File: config.mk
export PLATFORM = sky130hd
export DESIGN_NAME = source_lexer_top
export DESIGN_NICKNAME = d
export VERILOG_FILES = /design/src/hdl/slx_pkg.sv /design/src/hdl/slx_step.sv /design/src/hdl/slx_queue.sv /design/src/hdl/source_lexer_top.sv
export SDC_FILE = /design/constraint.sdc
export NUM_CORES = 1
export LEC_CHECK = 0
export BUFFER_PORTS_ARGS = -buffer_cell sky130_fd_sc_hd__buf_2
export CAP_MARGIN = 0
export CORE_MARGIN = 8
export CORE_UTILIZATION = 55
export DETAILED_ROUTE_END_ITERATION = 12
export PLACE_DENSITY_LB_ADDON = 0.3
export SLEW_MARGIN = 25
export SYNTH_ARGS = -nofsm -noshare
export SYNTH_HDL_FRONTEND = slang
export SYNTH_SLANG_ARGS = --single-unit
File: constraint.sdc
create_clock -name clock -period 12.7 [get_ports clock]
set_input_delay 1.905 -clock clock [delete_from_list [all_inputs] [get_ports clock]]
set_output_delay 1.905 -clock clock [all_outputs]
set_load 0.02 [all_outputs]
File: src/hdl/slx_pkg.sv
// Shared types, constants and helpers for the source lexer.
package slx_pkg;

   localparam int OFFSET_BITS   = 24;
   localparam int ROW_BITS      = 20;
   localparam int COL_BITS      = 16;
   localparam int KEYWORD_CHARS = 8;

   localparam int KIND_W = 6;
   localparam int ERR_W  = 3;
   localparam int OFF_W  = 24;
   localparam int LEN_W  = 24;
   localparam int ROWF_W = 20;
   localparam int COLF_W = 16;
   localparam int NLEN_W = $clog2(KEYWORD_CHARS + 2);

   localparam logic [LEN_W-1:0] LEN_MAX = '1;

   localparam logic [KIND_W-1:0] K_INT      = 6'd0;
   localparam logic [KIND_W-1:0] K_FLOAT    = 6'd1;
   localparam logic [KIND_W-1:0] K_STRING   = 6'd2;
   localparam logic [KIND_W-1:0] K_CHAR     = 6'd3;
   localparam logic [KIND_W-1:0] K_NAME     = 6'd4;
   localparam logic [KIND_W-1:0] K_PLUS     = 6'd5;
   localparam logic [KIND_W-1:0] K_MINUS    = 6'd6;
   localparam logic [KIND_W-1:0] K_STAR     = 6'd7;
   localparam logic [KIND_W-1:0] K_SLASH    = 6'd8;
   localparam logic [KIND_W-1:0] K_BANG     = 6'd9;
   localparam logic [KIND_W-1:0] K_TILDE    = 6'd10;
   localparam logic [KIND_W-1:0] K_PERCENT  = 6'd11;
   localparam logic [KIND_W-1:0] K_SHL      = 6'd12;
   localparam logic [KIND_W-1:0] K_SHR      = 6'd13;
   localparam logic [KIND_W-1:0] K_LT       = 6'd14;
   localparam logic [KIND_W-1:0] K_LE       = 6'd15;
   localparam logic [KIND_W-1:0] K_GT       = 6'd16;
   localparam logic [KIND_W-1:0] K_GE       = 6'd17;
   localparam logic [KIND_W-1:0] K_EQEQ     = 6'd18;
   localparam logic [KIND_W-1:0] K_NE       = 6'd19;
   localparam logic [KIND_W-1:0] K_AMP      = 6'd20;
   localparam logic [KIND_W-1:0] K_CARET    = 6'd21;
   localparam logic [KIND_W-1:0] K_PIPE     = 6'd22;
   localparam logic [KIND_W-1:0] K_ANDAND   = 6'd23;
   localparam logic [KIND_W-1:0] K_OROR     = 6'd24;
   localparam logic [KIND_W-1:0] K_ASSIGN   = 6'd25;
   localparam logic [KIND_W-1:0] K_LPAREN   = 6'd26;
   localparam logic [KIND_W-1:0] K_RPAREN   = 6'd27;
   localparam logic [KIND_W-1:0] K_LBRACE   = 6'd28;
   localparam logic [KIND_W-1:0] K_RBRACE   = 6'd29;
   localparam logic [KIND_W-1:0] K_LBRACKET = 6'd30;
   localparam logic [KIND_W-1:0] K_RBRACKET = 6'd31;
   localparam logic [KIND_W-1:0] K_COMMA    = 6'd32;
   localparam logic [KIND_W-1:0] K_SEMI     = 6'd33;
   localparam logic [KIND_W-1:0] K_COLON    = 6'd34;
   localparam logic [KIND_W-1:0] K_DOT      = 6'd35;
   localparam logic [KIND_W-1:0] K_KEYWORD0 = 6'd36;
   localparam logic [KIND_W-1:0] K_EOF      = 6'd49;

   localparam logic [ERR_W-1:0] E_NONE     = 3'd0;
   localparam logic [ERR_W-1:0] E_UNEXP    = 3'd1;
   localparam logic [ERR_W-1:0] E_OPEN_STR = 3'd2;
   localparam logic [ERR_W-1:0] E_OPEN_CHR = 3'd3;
   localparam logic [ERR_W-1:0] E_NO_FRAC  = 3'd4;

   localparam int NUM_KEYWORDS = 13;

   // keyword text, first character in the low byte, zero padded
   localparam logic [8*KEYWORD_CHARS-1:0] KW_TEXT [NUM_KEYWORDS] = '{
      64'h0000_0000_6575_7274,   // true
      64'h0000_0065_736c_6166,   // false
      64'h0000_0000_0072_6176,   // var
      64'h0000_0000_0000_6669,   // if
      64'h0000_0000_6573_6c65,   // else
      64'h0000_0065_6c69_6877,   // while
      64'h0000_006b_6165_7262,   // break
      64'h6575_6e69_746e_6f63,   // continue
      64'h0000_0000_0074_6e69,   // int
      64'h0000_0074_616f_6c66,   // float
      64'h0000_0000_6c6f_6f62,   // bool
      64'h0000_676e_6972_7473,   // string
      64'h0000_0000_7261_6863    // char
   };

   typedef struct packed {
      logic       func;
      logic [7:0] char_code;
   } req_type;

   typedef struct packed {
      logic [KIND_W-1:0] token_kind;
      logic [ERR_W-1:0]  error_code;
      logic [OFF_W-1:0]  start_offset;
      logic [LEN_W-1:0]  token_length;
      logic [ROWF_W-1:0] start_row;
      logic [COLF_W-1:0] start_col;
      logic              run_last;
   } rsp_type;

   // results of one transaction, in order
   typedef struct packed {
      logic    r0_valid;
      rsp_type r0;
      logic    r1_valid;
      rsp_type r1;
   } result_pair_type;

   function automatic logic [LEN_W-1:0] len_sat(input logic [OFFSET_BITS-1:0] d);
      logic [OFFSET_BITS-1:0] hi;
      hi = d >> LEN_W;
      if (OFFSET_BITS > LEN_W && hi != '0) return LEN_MAX;
      return LEN_W'(d);
   endfunction

   function automatic rsp_type make_rsp(input logic [KIND_W-1:0] kind,
                                        input logic [ERR_W-1:0] err,
                                        input logic [OFFSET_BITS-1:0] off,
                                        input logic [LEN_W-1:0] len,
                                        input logic [ROW_BITS-1:0] row,
                                        input logic [COL_BITS-1:0] col);
      rsp_type r;
      r.token_kind   = kind;
      r.error_code   = err;
      r.start_offset = OFF_W'(off);
      r.token_length = len;
      r.start_row    = ROWF_W'(row);
      r.start_col    = COLF_W'(col);
      r.run_last     = 1'b0;
      return r;
   endfunction

endpackage

File: src/hdl/slx_step.sv
// Lexer state registers and the next-state and result logic for one byte.
module slx_step (
   input  logic                    clock,
   input  logic                    reset,
   input  logic                    accept,
   input  slx_pkg::req_type        req,
   output slx_pkg::result_pair_type res
);

   typedef enum logic [11:0] {
      M_IDLE    = 12'b0000_0000_0001,
      M_BANG    = 12'b0000_0000_0010,
      M_LESS    = 12'b0000_0000_0100,
      M_GREATER = 12'b0000_0000_1000,
      M_EQUAL   = 12'b0000_0001_0000,
      M_AND     = 12'b0000_0010_0000,
      M_PIPE    = 12'b0000_0100_0000,
      M_INT     = 12'b0000_1000_0000,
      M_FRAC    = 12'b0001_0000_0000,
      M_NAME    = 12'b0010_0000_0000,
      M_STR     = 12'b0100_0000_0000,
      M_CHR     = 12'b1000_0000_0000
   } mode_type;

   typedef struct packed {
      mode_type                              mode;
      logic [slx_pkg::OFFSET_BITS-1:0]       ts_off;
      logic [slx_pkg::ROW_BITS-1:0]          ts_row;
      logic [slx_pkg::COL_BITS-1:0]          ts_col;
      logic [slx_pkg::OFFSET_BITS-1:0]       cur_off;
      logic [slx_pkg::ROW_BITS-1:0]          cur_row;
      logic [slx_pkg::COL_BITS-1:0]          cur_col;
      logic [8*slx_pkg::KEYWORD_CHARS-1:0]   nbuf;
      logic [slx_pkg::NLEN_W-1:0]            nlen;
      logic                                  bslash;
      logic                                  frac_seen;
      logic                                  discard;
   } state_type;

   localparam state_type STATE_RESET = '{
      mode: M_IDLE, ts_off: '0, ts_row: slx_pkg::ROW_BITS'(1),
      ts_col: slx_pkg::COL_BITS'(1), cur_off: '0, cur_row: slx_pkg::ROW_BITS'(1),
      cur_col: slx_pkg::COL_BITS'(1), nbuf: '0, nlen: '0, bslash: 1'b0,
      frac_seen: 1'b0, discard: 1'b0};

   state_type state_ff, state_in;

   logic [7:0]                      c;
   logic                            is_digit, is_name_start;
   logic [slx_pkg::OFFSET_BITS-1:0] off_inc;
   logic [slx_pkg::KIND_W-1:0]      name_kind;
   slx_pkg::rsp_type                pend_r, thru_r, err_r;

   // idle decode of the byte
   logic                            id_single, id_start, id_eof, id_err;
   logic [slx_pkg::KIND_W-1:0]      id_kind;
   mode_type                        id_mode;

   assign c             = req.char_code;
   assign is_digit      = (c >= 8'h30) && (c <= 8'h39);
   assign is_name_start = ((c >= 8'h61) && (c <= 8'h7a)) || ((c >= 8'h41) && (c <= 8'h5a))
                          || (c == 8'h5f);
   assign off_inc       = (state_ff.cur_off == '1) ? state_ff.cur_off
                                                   : state_ff.cur_off + 1'b1;

   // keyword match: unused buffer bytes are always zero
   always_comb begin
      name_kind = slx_pkg::K_NAME;
      if (state_ff.nlen <= slx_pkg::NLEN_W'(slx_pkg::KEYWORD_CHARS)) begin
         for (int i = 0; i < slx_pkg::NUM_KEYWORDS; i++) begin
            if (state_ff.nbuf == slx_pkg::KW_TEXT[i])
               name_kind = slx_pkg::K_KEYWORD0 + slx_pkg::KIND_W'(i);
         end
      end
   end

   always_comb begin
      id_single = 1'b0;
      id_start  = 1'b0;
      id_eof    = 1'b0;
      id_err    = 1'b0;
      id_kind   = slx_pkg::K_INT;
      id_mode   = M_IDLE;
      case (c) inside
         8'd9, 8'd10, 8'd11, 8'd12, 8'd13, 8'd32: ;
         8'h2b: begin id_single = 1'b1; id_kind = slx_pkg::K_PLUS;     end
         8'h2d: begin id_single = 1'b1; id_kind = slx_pkg::K_MINUS;    end
         8'h2a: begin id_single = 1'b1; id_kind = slx_pkg::K_STAR;     end
         8'h2f: begin id_single = 1'b1; id_kind = slx_pkg::K_SLASH;    end
         8'h7e: begin id_single = 1'b1; id_kind = slx_pkg::K_TILDE;    end
         8'h25: begin id_single = 1'b1; id_kind = slx_pkg::K_PERCENT;  end
         8'h5e: begin id_single = 1'b1; id_kind = slx_pkg::K_CARET;    end
         8'h28: begin id_single = 1'b1; id_kind = slx_pkg::K_LPAREN;   end
         8'h29: begin id_single = 1'b1; id_kind = slx_pkg::K_RPAREN;   end
         8'h7b: begin id_single = 1'b1; id_kind = slx_pkg::K_LBRACE;   end
         8'h7d: begin id_single = 1'b1; id_kind = slx_pkg::K_RBRACE;   end
         8'h5b: begin id_single = 1'b1; id_kind = slx_pkg::K_LBRACKET; end
         8'h5d: begin id_single = 1'b1; id_kind = slx_pkg::K_RBRACKET; end
         8'h2c: begin id_single = 1'b1; id_kind = slx_pkg::K_COMMA;    end
         8'h3b: begin id_single = 1'b1; id_kind = slx_pkg::K_SEMI;     end
         8'h3a: begin id_single = 1'b1; id_kind = slx_pkg::K_COLON;    end
         8'h2e: begin id_single = 1'b1; id_kind = slx_pkg::K_DOT;      end
         8'h21: begin id_start = 1'b1; id_mode = M_BANG;    end
         8'h3c: begin id_start = 1'b1; id_mode = M_LESS;    end
         8'h3e: begin id_start = 1'b1; id_mode = M_GREATER; end
         8'h3d: begin id_start = 1'b1; id_mode = M_EQUAL;   end
         8'h26: begin id_start = 1'b1; id_mode = M_AND;     end
         8'h7c: begin id_start = 1'b1; id_mode = M_PIPE;    end
         8'h22: begin id_start = 1'b1; id_mode = M_STR;     end
         8'h27: begin id_start = 1'b1; id_mode = M_CHR;     end
         8'h00: id_eof = 1'b1;
         default: begin
            if (is_digit) begin
               id_start = 1'b1;
               id_mode  = M_INT;
            end else if (is_name_start) begin
               id_start = 1'b1;
               id_mode  = M_NAME;
            end else begin
               id_err = 1'b1;
            end
         end
      endcase
   end

   always_comb begin
      logic                       do_idle;
      logic                       p_valid, p_err;
      logic [slx_pkg::KIND_W-1:0] p_kind;
      slx_pkg::rsp_type           ir, eof_r;

      state_in = state_ff;
      res      = '0;
      do_idle  = 1'b0;
      p_valid  = 1'b0;
      p_err    = 1'b0;
      p_kind   = slx_pkg::K_INT;

      pend_r = slx_pkg::make_rsp(slx_pkg::K_INT, slx_pkg::E_NONE, state_ff.ts_off,
                                 slx_pkg::len_sat(state_ff.cur_off - state_ff.ts_off),
                                 state_ff.ts_row, state_ff.ts_col);
      thru_r = slx_pkg::make_rsp(slx_pkg::K_INT, slx_pkg::E_NONE, state_ff.ts_off,
                                 slx_pkg::len_sat(off_inc - state_ff.ts_off),
                                 state_ff.ts_row, state_ff.ts_col);
      err_r  = slx_pkg::make_rsp(slx_pkg::K_INT, slx_pkg::E_NONE, state_ff.ts_off, '0,
                                 state_ff.ts_row, state_ff.ts_col);
      eof_r  = slx_pkg::make_rsp(slx_pkg::K_EOF, slx_pkg::E_NONE, state_ff.cur_off, '0,
                                 state_ff.cur_row, state_ff.cur_col);
      ir     = eof_r;

      if (accept) begin
         if (state_ff.discard) begin
            if (req.func) state_in = STATE_RESET;
         end else if (req.func) begin
            // end of source: close the pending token, then end of file; an unfinished token gives only an error result
            unique case (state_ff.mode)
               M_BANG:    begin p_valid = 1'b1; p_kind = slx_pkg::K_BANG;   end
               M_LESS:    begin p_valid = 1'b1; p_kind = slx_pkg::K_LT;     end
               M_GREATER: begin p_valid = 1'b1; p_kind = slx_pkg::K_GT;     end
               M_EQUAL:   begin p_valid = 1'b1; p_kind = slx_pkg::K_ASSIGN; end
               M_AND:     begin p_valid = 1'b1; p_kind = slx_pkg::K_AMP;    end
               M_PIPE:    begin p_valid = 1'b1; p_kind = slx_pkg::K_PIPE;   end
               M_INT:     begin p_valid = 1'b1; p_kind = slx_pkg::K_INT;    end
               M_FRAC: begin
                  if (state_ff.frac_seen) begin
                     p_valid = 1'b1;
                     p_kind  = slx_pkg::K_FLOAT;
                  end else begin
                     p_err            = 1'b1;
                     err_r.error_code = slx_pkg::E_NO_FRAC;
                  end
               end
               M_NAME: begin p_valid = 1'b1; p_kind = name_kind; end
               M_STR: begin
                  p_err            = 1'b1;
                  err_r.error_code = slx_pkg::E_OPEN_STR;
               end
               M_CHR: begin
                  p_err            = 1'b1;
                  err_r.error_code = slx_pkg::E_OPEN_CHR;
               end
               default: ;
            endcase
            pend_r.token_kind = p_kind;
            if (p_err) begin
               res.r0_valid = 1'b1;
               res.r0       = err_r;
            end else if (p_valid) begin
               res.r0_valid = 1'b1;
               res.r0       = pend_r;
               res.r1_valid = 1'b1;
               res.r1       = eof_r;
            end else begin
               res.r0_valid = 1'b1;
               res.r0       = eof_r;
            end
            state_in = STATE_RESET;
         end else begin
            unique case (state_ff.mode)
               M_BANG, M_LESS, M_GREATER, M_EQUAL, M_AND, M_PIPE: begin
                  logic                       hit;
                  logic [slx_pkg::KIND_W-1:0] hk, k0;
                  hit = 1'b0;
                  hk  = slx_pkg::K_NE;
                  k0  = slx_pkg::K_BANG;
                  unique case (state_ff.mode)
                     M_BANG: begin
                        hit = (c == 8'h3d); hk = slx_pkg::K_NE; k0 = slx_pkg::K_BANG;
                     end
                     M_LESS: begin
                        hit = (c == 8'h3c) || (c == 8'h3d);
                        hk  = (c == 8'h3c) ? slx_pkg::K_SHL : slx_pkg::K_LE;
                        k0  = slx_pkg::K_LT;
                     end
                     M_GREATER: begin
                        hit = (c == 8'h3e) || (c == 8'h3d);
                        hk  = (c == 8'h3e) ? slx_pkg::K_SHR : slx_pkg::K_GE;
                        k0  = slx_pkg::K_GT;
                     end
                     M_EQUAL: begin
                        hit = (c == 8'h3d); hk = slx_pkg::K_EQEQ; k0 = slx_pkg::K_ASSIGN;
                     end
                     M_AND: begin
                        hit = (c == 8'h26); hk = slx_pkg::K_ANDAND; k0 = slx_pkg::K_AMP;
                     end
                     default: begin
                        hit = (c == 8'h7c); hk = slx_pkg::K_OROR; k0 = slx_pkg::K_PIPE;
                     end
                  endcase
                  state_in.mode = M_IDLE;
                  res.r0_valid  = 1'b1;
                  if (hit) begin
                     res.r0            = thru_r;
                     res.r0.token_kind = hk;
                  end else begin
                     res.r0            = pend_r;
                     res.r0.token_kind = k0;
                     do_idle           = 1'b1;
                  end
               end
               M_INT: begin
                  if (c == 8'h2e) begin
                     state_in.mode      = M_FRAC;
                     state_in.frac_seen = 1'b0;
                  end else if (!is_digit) begin
                     state_in.mode = M_IDLE;
                     res.r0_valid  = 1'b1;
                     res.r0        = pend_r;
                     do_idle       = 1'b1;
                  end
               end
               M_FRAC: begin
                  if (is_digit) begin
                     state_in.frac_seen = 1'b1;
                  end else if (!state_ff.frac_seen) begin
                     state_in.mode     = M_IDLE;
                     state_in.discard  = 1'b1;
                     res.r0_valid      = 1'b1;
                     res.r0            = err_r;
                     res.r0.error_code = slx_pkg::E_NO_FRAC;
                  end else begin
                     state_in.mode     = M_IDLE;
                     res.r0_valid      = 1'b1;
                     res.r0            = pend_r;
                     res.r0.token_kind = slx_pkg::K_FLOAT;
                     do_idle           = 1'b1;
                  end
               end
               M_NAME: begin
                  if (is_name_start || is_digit) begin
                     if (state_ff.nlen < slx_pkg::NLEN_W'(slx_pkg::KEYWORD_CHARS))
                        state_in.nbuf[8*state_ff.nlen[$clog2(slx_pkg::KEYWORD_CHARS)-1:0] +: 8]
                           = c;
                     if (state_ff.nlen <= slx_pkg::NLEN_W'(slx_pkg::KEYWORD_CHARS))
                        state_in.nlen = state_ff.nlen + 1'b1;
                  end else begin
                     state_in.mode     = M_IDLE;
                     res.r0_valid      = 1'b1;
                     res.r0            = pend_r;
                     res.r0.token_kind = name_kind;
                     do_idle           = 1'b1;
                  end
               end
               M_STR, M_CHR: begin
                  logic is_str;
                  is_str = (state_ff.mode == M_STR);
                  if (c == (is_str ? 8'h22 : 8'h27) && !state_ff.bslash) begin
                     state_in.mode     = M_IDLE;
                     res.r0_valid      = 1'b1;
                     res.r0            = thru_r;
                     res.r0.token_kind = is_str ? slx_pkg::K_STRING : slx_pkg::K_CHAR;
                  end else if (c == 8'h00 || c == 8'h0a) begin
                     state_in.mode     = M_IDLE;
                     state_in.discard  = 1'b1;
                     res.r0_valid      = 1'b1;
                     res.r0            = err_r;
                     res.r0.error_code = is_str ? slx_pkg::E_OPEN_STR : slx_pkg::E_OPEN_CHR;
                  end else begin
                     state_in.bslash = (c == 8'h5c);
                  end
               end
               default: begin
                  state_in.mode = M_IDLE;
                  do_idle       = 1'b1;
               end
            endcase

            if (do_idle) begin
               ir = slx_pkg::make_rsp(id_kind, slx_pkg::E_NONE, state_ff.cur_off,
                                      slx_pkg::LEN_W'(1), state_ff.cur_row, state_ff.cur_col);
               if (id_eof) begin
                  ir               = eof_r;
                  state_in.discard = 1'b1;
               end else if (id_err) begin
                  ir.error_code    = slx_pkg::E_UNEXP;
                  ir.token_length  = '0;
                  state_in.discard = 1'b1;
               end
               if (id_single || id_eof || id_err) begin
                  if (res.r0_valid) begin
                     res.r1_valid = 1'b1;
                     res.r1       = ir;
                  end else begin
                     res.r0_valid = 1'b1;
                     res.r0       = ir;
                  end
               end
               if (id_start) begin
                  state_in.mode   = id_mode;
                  state_in.ts_off = state_ff.cur_off;
                  state_in.ts_row = state_ff.cur_row;
                  state_in.ts_col = state_ff.cur_col;
                  state_in.bslash = 1'b0;
                  if (id_mode == M_NAME) begin
                     state_in.nbuf      = '0;
                     state_in.nbuf[7:0] = c;
                     state_in.nlen      = slx_pkg::NLEN_W'(1);
                  end
               end
            end

            // advance the position
            state_in.cur_off = off_inc;
            if (c == 8'h0a) begin
               state_in.cur_row = (state_ff.cur_row == '1) ? state_ff.cur_row
                                                          : state_ff.cur_row + 1'b1;
               state_in.cur_col = slx_pkg::COL_BITS'(1);
            end else begin
               state_in.cur_col = (state_ff.cur_col == '1) ? state_ff.cur_col
                                                          : state_ff.cur_col + 1'b1;
            end
         end

         if (res.r1_valid) res.r1.run_last = 1'b1;
         else if (res.r0_valid) res.r0.run_last = 1'b1;
      end
   end

   always_ff @(posedge clock) begin
      if (reset) state_ff <= STATE_RESET;
      else state_ff <= state_in;
   end

endmodule

File: src/hdl/slx_queue.sv
// Four-entry result queue taking up to two results per cycle.
module slx_queue (
   input  logic                     clock,
   input  logic                     reset,
   input  slx_pkg::result_pair_type push,
   output logic                     room,
   output logic                     rsp_valid,
   input  logic                     rsp_ready,
   output slx_pkg::rsp_type         rsp_data
);

   slx_pkg::rsp_type slot_ff [4];
   logic [1:0]       wr_ff, rd_ff, wr_in, rd_in;
   logic [2:0]       count_ff, count_in;
   logic             pop;
   logic [1:0]       n_push;

   assign room      = (count_ff <= 3'd2);
   assign rsp_valid = (count_ff != 3'd0);
   assign rsp_data  = slot_ff[rd_ff];
   assign pop       = rsp_valid && rsp_ready;
   assign n_push    = 2'(push.r0_valid) + 2'(push.r1_valid);

   always_comb begin
      wr_in    = wr_ff + n_push;
      rd_in    = rd_ff + 2'(pop);
      count_in = count_ff + 3'(n_push) - 3'(pop);
   end

   always_ff @(posedge clock) begin
      if (push.r0_valid) slot_ff[wr_ff] <= push.r0;
      if (push.r1_valid) slot_ff[wr_ff + 2'd1] <= push.r1;
   end

   always_ff @(posedge clock) begin
      if (reset) begin
         wr_ff    <= '0;
         rd_ff    <= '0;
         count_ff <= '0;
      end else begin
         wr_ff    <= wr_in;
         rd_ff    <= rd_in;
         count_ff <= count_in;
      end
   end

endmodule

File: src/hdl/source_lexer_top.sv
// Top level of the source lexer: byte stream in, token stream out.
//
//   channel | direction | payload            | transaction
//   req     | in        | slx_pkg::req_type  | one source byte or end marker
//   rsp     | out       | slx_pkg::rsp_type  | one token or error result
//
// One byte is taken per cycle; the lexer state update is a single pass of
// logic into the state registers. Each byte yields zero, one or two
// results, written into a four-entry queue that drains one per cycle while the consumer is ready, so
// a byte is held back only while fewer than two queue entries are free.
// Reset is synchronous and returns the lexer to row 1, column 1, offset 0.
module source_lexer_top (
   input  logic             clock,
   input  logic             reset,
   input  logic             req_valid,
   output logic             req_ready,
   input  slx_pkg::req_type req_data,
   output logic             rsp_valid,
   input  logic             rsp_ready,
   output slx_pkg::rsp_type rsp_data
);

   slx_pkg::result_pair_type results;
   logic                     accept;
   logic                     room;

   // take a transaction only when both of its results are sure to fit
   assign req_ready = room;
   assign accept    = req_valid && req_ready;

   slx_step u_step (
      .clock  (clock),
      .reset  (reset),
      .accept (accept),
      .req    (req_data),
      .res    (results)
   );

   // hold results until the consumer takes them
   slx_queue u_queue (
      .clock     (clock),
      .reset     (reset),
      .push      (results),
      .room      (room),
      .rsp_valid (rsp_valid),
      .rsp_ready (rsp_ready),
      .rsp_data  (rsp_data)
   );

endmodule
==> Implementation_results.wiki <==
{| class="wikitable"
! Metric !! Value
|-
| Switching portion of total power || 32.2%
|-
| Clock latency on the worst-skew pair || 660 ps
|-
| Wire length of the first global-routing pass || 158000 um
|-
| Worst flop-to-flop path startpoint || u_step.state_ff[191]
|-
| Maximum number of pins on one net before global-route repair || 98
|-
| Die outline width || 256 um
|-
| Category of the worst setup path capture point || flip-flop
|-
| Root buf cell || sky130_fd_sc_hd__clkbuf_16
|-
| Overflow after GRT || 0
|-
| Worst min-delay path startpoint || u_queue.slot_ff[3][49]
|-
| Initial core utilization || 55.3%
|-
| Worst-case headroom to the max-slew limit || 26.2%
|-
| Via count of the first global-routing pass || 26600
|-
| Psw || 0.00170 W
|-
| Bufs on Longest Clock Path || 3
|-
| Ranking of synthesized cells by area || sky130_fd_sc_hd__edfxtp_1, sky130_fd_sc_hd__dfxtp_1, sky130_fd_sc_hd__mux4_2, sky130_fd_sc_hd__o2bb2ai_1, sky130_fd_sc_hd__o21ai_0
|-
| Async SR Flop Fraction || 0%
|-
| Finished layout cell area || 34700 um^2
|-
| Met1 usage || 38.0%
|-
| WL final || 103000 um
|-
| Final period util || 53.5%
|-
| Finish-stage setup viols || 0
|-
| Diodes inserted || 0
|-
| Result of the run || finished, final reports clean
|-
| Via Count || 27000
|-
| Worst Hold Depth || 1
|-
| Num rows || 88
|-
| Mapped cell area || 31700 um^2
|-
| Most utilized layer in the global route result || met2
|-
| Cell area power density || 153 nW/um^2
|-
| NumNets Final || 3235
|-
| Count of state elements after synthesis || 586
|-
| Cell count after synthesis || 3213
|-
| Fraction of power consumed by sequential logic || 42.2%
|-
| Final worst path period need || 6800 ps
|-
| Count of routing violations after the opening detailed-route iteration || 2832
|-
| Count of endpoints failing hold in the final timing report || 0
|-
| Crit path max-delay cell type || sky130_fd_sc_hd__inv_2
|-
| Maximum single-stage delay on the critical path || 680 ps
|-
| Sequential cell area || 14500 um^2
|-
| Worst hold path endpoint || u_queue.slot_ff[3][49]
|-
| Primary flip-flop cell chosen by synthesis mapping || sky130_fd_sc_hd__dfxtp_1
|-
| Part of the total power dissipated in combinational logic || 23.1%
|-
| Cell chain of the critical path || buf_2 -> or4_1 -> o221ai_1 -> nand3_1 -> a2111oi_1 -> nor4_2 -> buf_4 -> o31ai_4 -> nand2_2 -> inv_2 -> and3_2 -> nor2_4 -> inv_2 -> buf_4
|-
| Endpoint of the worst register-to-register path || u_queue.slot_ff[0][85]
|-
| Number of buffers added on ports || 108
|-
| Number of fill cells || 4736
|-
| Number of library cell types mapped by synthesis || 92
|-
| Critical setup path kind || in2reg
|-
| Number of cells on the worst reg-to-reg path || 12
|-
| Leakage || 11.6 nW
|-
| Placeable core region || 57400 um^2
|-
| Number of ports placed on the die boundary || 109
|-
| Global Route met2 Usage || 50.1%
|-
| Critical path buffers and inverters || 5
|-
| Max capacitance violation total || 0
|-
| Fmax || 0.147 GHz
|-
| Data arrival time of the critical path || 7050 ps
|-
| GRT Resource Usage Total || 30.2%
|-
| Initial antenna violation count || 0
|-
| CTS tree || built
|-
| Top cell type's share of synthesized area || 26.1%
|-
| Net count after synthesis || 3290
|-
| Avg Cell Area, Syn || 9.88 um^2
|-
| HPWL after detailed placement || 67700 um
|-
| Worst slew pin tran || 1100 ps
|-
| Internal power || 0.00358 W
|-
| Count of hold-fix buffers inserted at cts || 0
|-
| Proportion of synthesized chip area in sequential cells || 45.7%
|-
| Number of H-tree branching levels || 2
|-
| Grt met3 use || 5.55%
|-
| Path type of the worst min-delay path || reg2reg
|-
| Cell taking the most area after synthesis || sky130_fd_sc_hd__edfxtp_1
|-
| Clock sink count || 586
|-
| Largest delay contributor family on the critical path || buffers and inverters
|-
| Setup repair after global routing missed its margin || false
|-
| Placer congestion estimate || 1.01
|-
| Total count of max-transition violations in the final report || 0
|-
| Cells resized by post-CTS repair || 0
|-
| DR pass1 iterations || 6
|-
| Most frequent standard cell in the layout excluding fill and tap cells || sky130_fd_sc_hd__dfxtp_1
|-
| Accumulated negative setup slack || 0 ps
|-
| Area growth syn-to-layout || 9.22%
|-
| DIE HEIGHT || 256 um
|-
| Detailed-route wire length per cell || 26.0 um
|-
| Standard cell area after detailed placement || 32600 um^2
|-
| Required time of the critical path || 12950 ps
|-
| Synth Warn # || 0
|-
| Kind of launch point of the worst setup path || input port
|-
| Post-route DRC || 0
|-
| Maximum fanout count along the critical path || 38
|-
| Worst reg-to-reg setup slack || 6610 ps
|-
| Clock-pin slew reported for the worst setup and hold paths after clock tree synthesis || 60 ps
|-
| Number of enable-type register cells in the synthesized netlist || 276
|-
| Number of buffers inserted by post-CTS setup repair || 0
|-
| TritonCTS buffer count || 60
|-
| Most used cells in the layout excluding fill and tap cells || sky130_fd_sc_hd__dfxtp_1, sky130_fd_sc_hd__nand2_1, sky130_fd_sc_hd__edfxtp_1
|-
| Worst VDD drop || 127 uV
|-
| Footprint of the multi-input gates || 16000 um^2
|-
| Total Die Area || 65600 um^2
|-
| Via-to-Cell Ratio || 6.80
|-
| Count of antenna-violating nets left after detailed routing || 0
|-
| Fraction of layout cells with a size suffix above 1 || 12.7%
|-
| Final setup skew || 50.7 ps
|-
| Clock power frac || 34.7%
|}
## cell usage after synthesis, types with 10 or more instances
library cell,count
sky130_fd_sc_hd__buf_2,56
sky130_fd_sc_hd__a31oi_1,77
sky130_fd_sc_hd__mux4_2,94
sky130_fd_sc_hd__and4_1,16
sky130_fd_sc_hd__o21ai_0,232
sky130_fd_sc_hd__o211ai_1,12
sky130_fd_sc_hd__ha_1,61
sky130_fd_sc_hd__a22oi_1,41
sky130_fd_sc_hd__nand4_1,38
sky130_fd_sc_hd__and2_1,84
sky130_fd_sc_hd__nor2b_1,32
sky130_fd_sc_hd__nor4_1,32
sky130_fd_sc_hd__a21o_1,22
sky130_fd_sc_hd__or4_1,18
sky130_fd_sc_hd__nor2_1,266
sky130_fd_sc_hd__nor3_1,50
sky130_fd_sc_hd__a22o_1,92
sky130_fd_sc_hd__a21oi_1,89
sky130_fd_sc_hd__o22ai_1,43
sky130_fd_sc_hd__and3_1,33
sky130_fd_sc_hd__xor2_1,42
sky130_fd_sc_hd__clkbuf_1,175
sky130_fd_sc_hd__xnor2_1,56
sky130_fd_sc_hd__nand2_1,287
sky130_fd_sc_hd__o2bb2ai_1,163
sky130_fd_sc_hd__buf_1,27
sky130_fd_sc_hd__nand3b_1,10
sky130_fd_sc_hd__or3_1,20
sky130_fd_sc_hd__edfxtp_1,276
sky130_fd_sc_hd__inv_1,71
sky130_fd_sc_hd__dfxtp_1,310
sky130_fd_sc_hd__nand2b_1,33
sky130_fd_sc_hd__a211oi_1,15
sky130_fd_sc_hd__nor4b_1,11
sky130_fd_sc_hd__a221oi_1,12
sky130_fd_sc_hd__nand3_1,134
## registers in the layout, summed over array words and instances, names as in the netlist
| name | count |
|---|---|
| u_queue.slot_ff | 376 |
| u_step.state_ff | 143 |
| u_step.err_r | 60 |
| u_queue.count_ff | 3 |
| u_queue.rd_ff | 2 |
| u_queue.wr_ff | 2 |
## layer usage
layer	vias to the layer above	routed length, um
li1	12000	-
met1	13300	39800
met3	258	9520
met4	0	4560
met5	-	0
met2	1508	49500
## power groups by stage
stage	Combinational [W]	Sequential (W)	Clock, W
2_1_floorplan	0.000819	0.00222	0
3_3_place_gp	0.00120	0.00226	0
3_5_place_dp	0.00121	0.00227	0
4_1_cts	0.00122	0.00223	0.00185
5_1_grt	0.00127	0.00225	0.00193
6_report	0.00122	0.00223	0.00183
## final cells by class
type | count | share of cell area [%]
Tap cell | 765 | 2.76
Timing Repair Buffer | 151 | 2.54
Clock buffer | 86 | 5.03
Multi-Input combinational cell | 2287 | 46.1
Clock inverter | 27 | 0.928
Inverter | 72 | 0.780
Sequential cell | 586 | 41.8
## cells by family (layout without fill, tap and decap cells)
kind of cell    after synthesis  after routing  share of synthesized area (%)
mux                         100            100                           6.86
flops                       586            586                           45.7
simple gates               1133           1133                           18.3
compound gates              891            891                           19.5
buf+inv                     340            336                           4.37
xor+xnor                     98             98                           2.71
fa+ha+maj                    65             65                           2.63
## stage by stage
stage | total power, W | hold slack, ps | setup WS, ps | std cells | utilization [%]
final | 0.00529 | 462 | 5900 | 3974 | 60.4
after global routing | 0.00545 | 481 | 5700 | 3974 | 60.4
after CTS | 0.00530 | 466 | 5930 | 3974 | 60.4
after detailed placement | 0.00348 | 447 | 5300 | 3861 | 56.8
after global placement | 0.00346 | 440 | 4950 | 3861 | 56.8
after floorplan | 0.00303 | 427 | 6440 | 3213 | -
## worst register-to-register path: stages, from the launching register on
cell and delay, ps:
sky130_fd_sc_hd__dfxtp_1 490, sky130_fd_sc_hd__or4_1 780, sky130_fd_sc_hd__nor4_1 840, sky130_fd_sc_hd__nand3_1 200
sky130_fd_sc_hd__a31oi_1 410, sky130_fd_sc_hd__a211oi_4 140, sky130_fd_sc_hd__o31ai_4 380, sky130_fd_sc_hd__nand2_2 200
sky130_fd_sc_hd__inv_2 140, sky130_fd_sc_hd__and3_2 590, sky130_fd_sc_hd__nor2_4 150, sky130_fd_sc_hd__inv_2 680
sky130_fd_sc_hd__buf_4 690
## worst max path at each step
stage	startpoint	to	slack, ps	cells past startpoint
after floorplan	req_data[3]	u_queue.slot_ff[0][0]	6440	13
after global placement	req_data[1]	u_queue.slot_ff[0][5]	4950	14
after detailed placement	req_data[1]	u_queue.slot_ff[0][4]	5300	14
after CTS	req_data[1]	u_queue.slot_ff[0][85]	5930	14
after global routing	req_data[1]	u_queue.slot_ff[0][85]	5700	14
final	req_data[1]	u_queue.slot_ff[0][85]	5900	14
No activity file was read; power rests on OpenSTA's default activity.
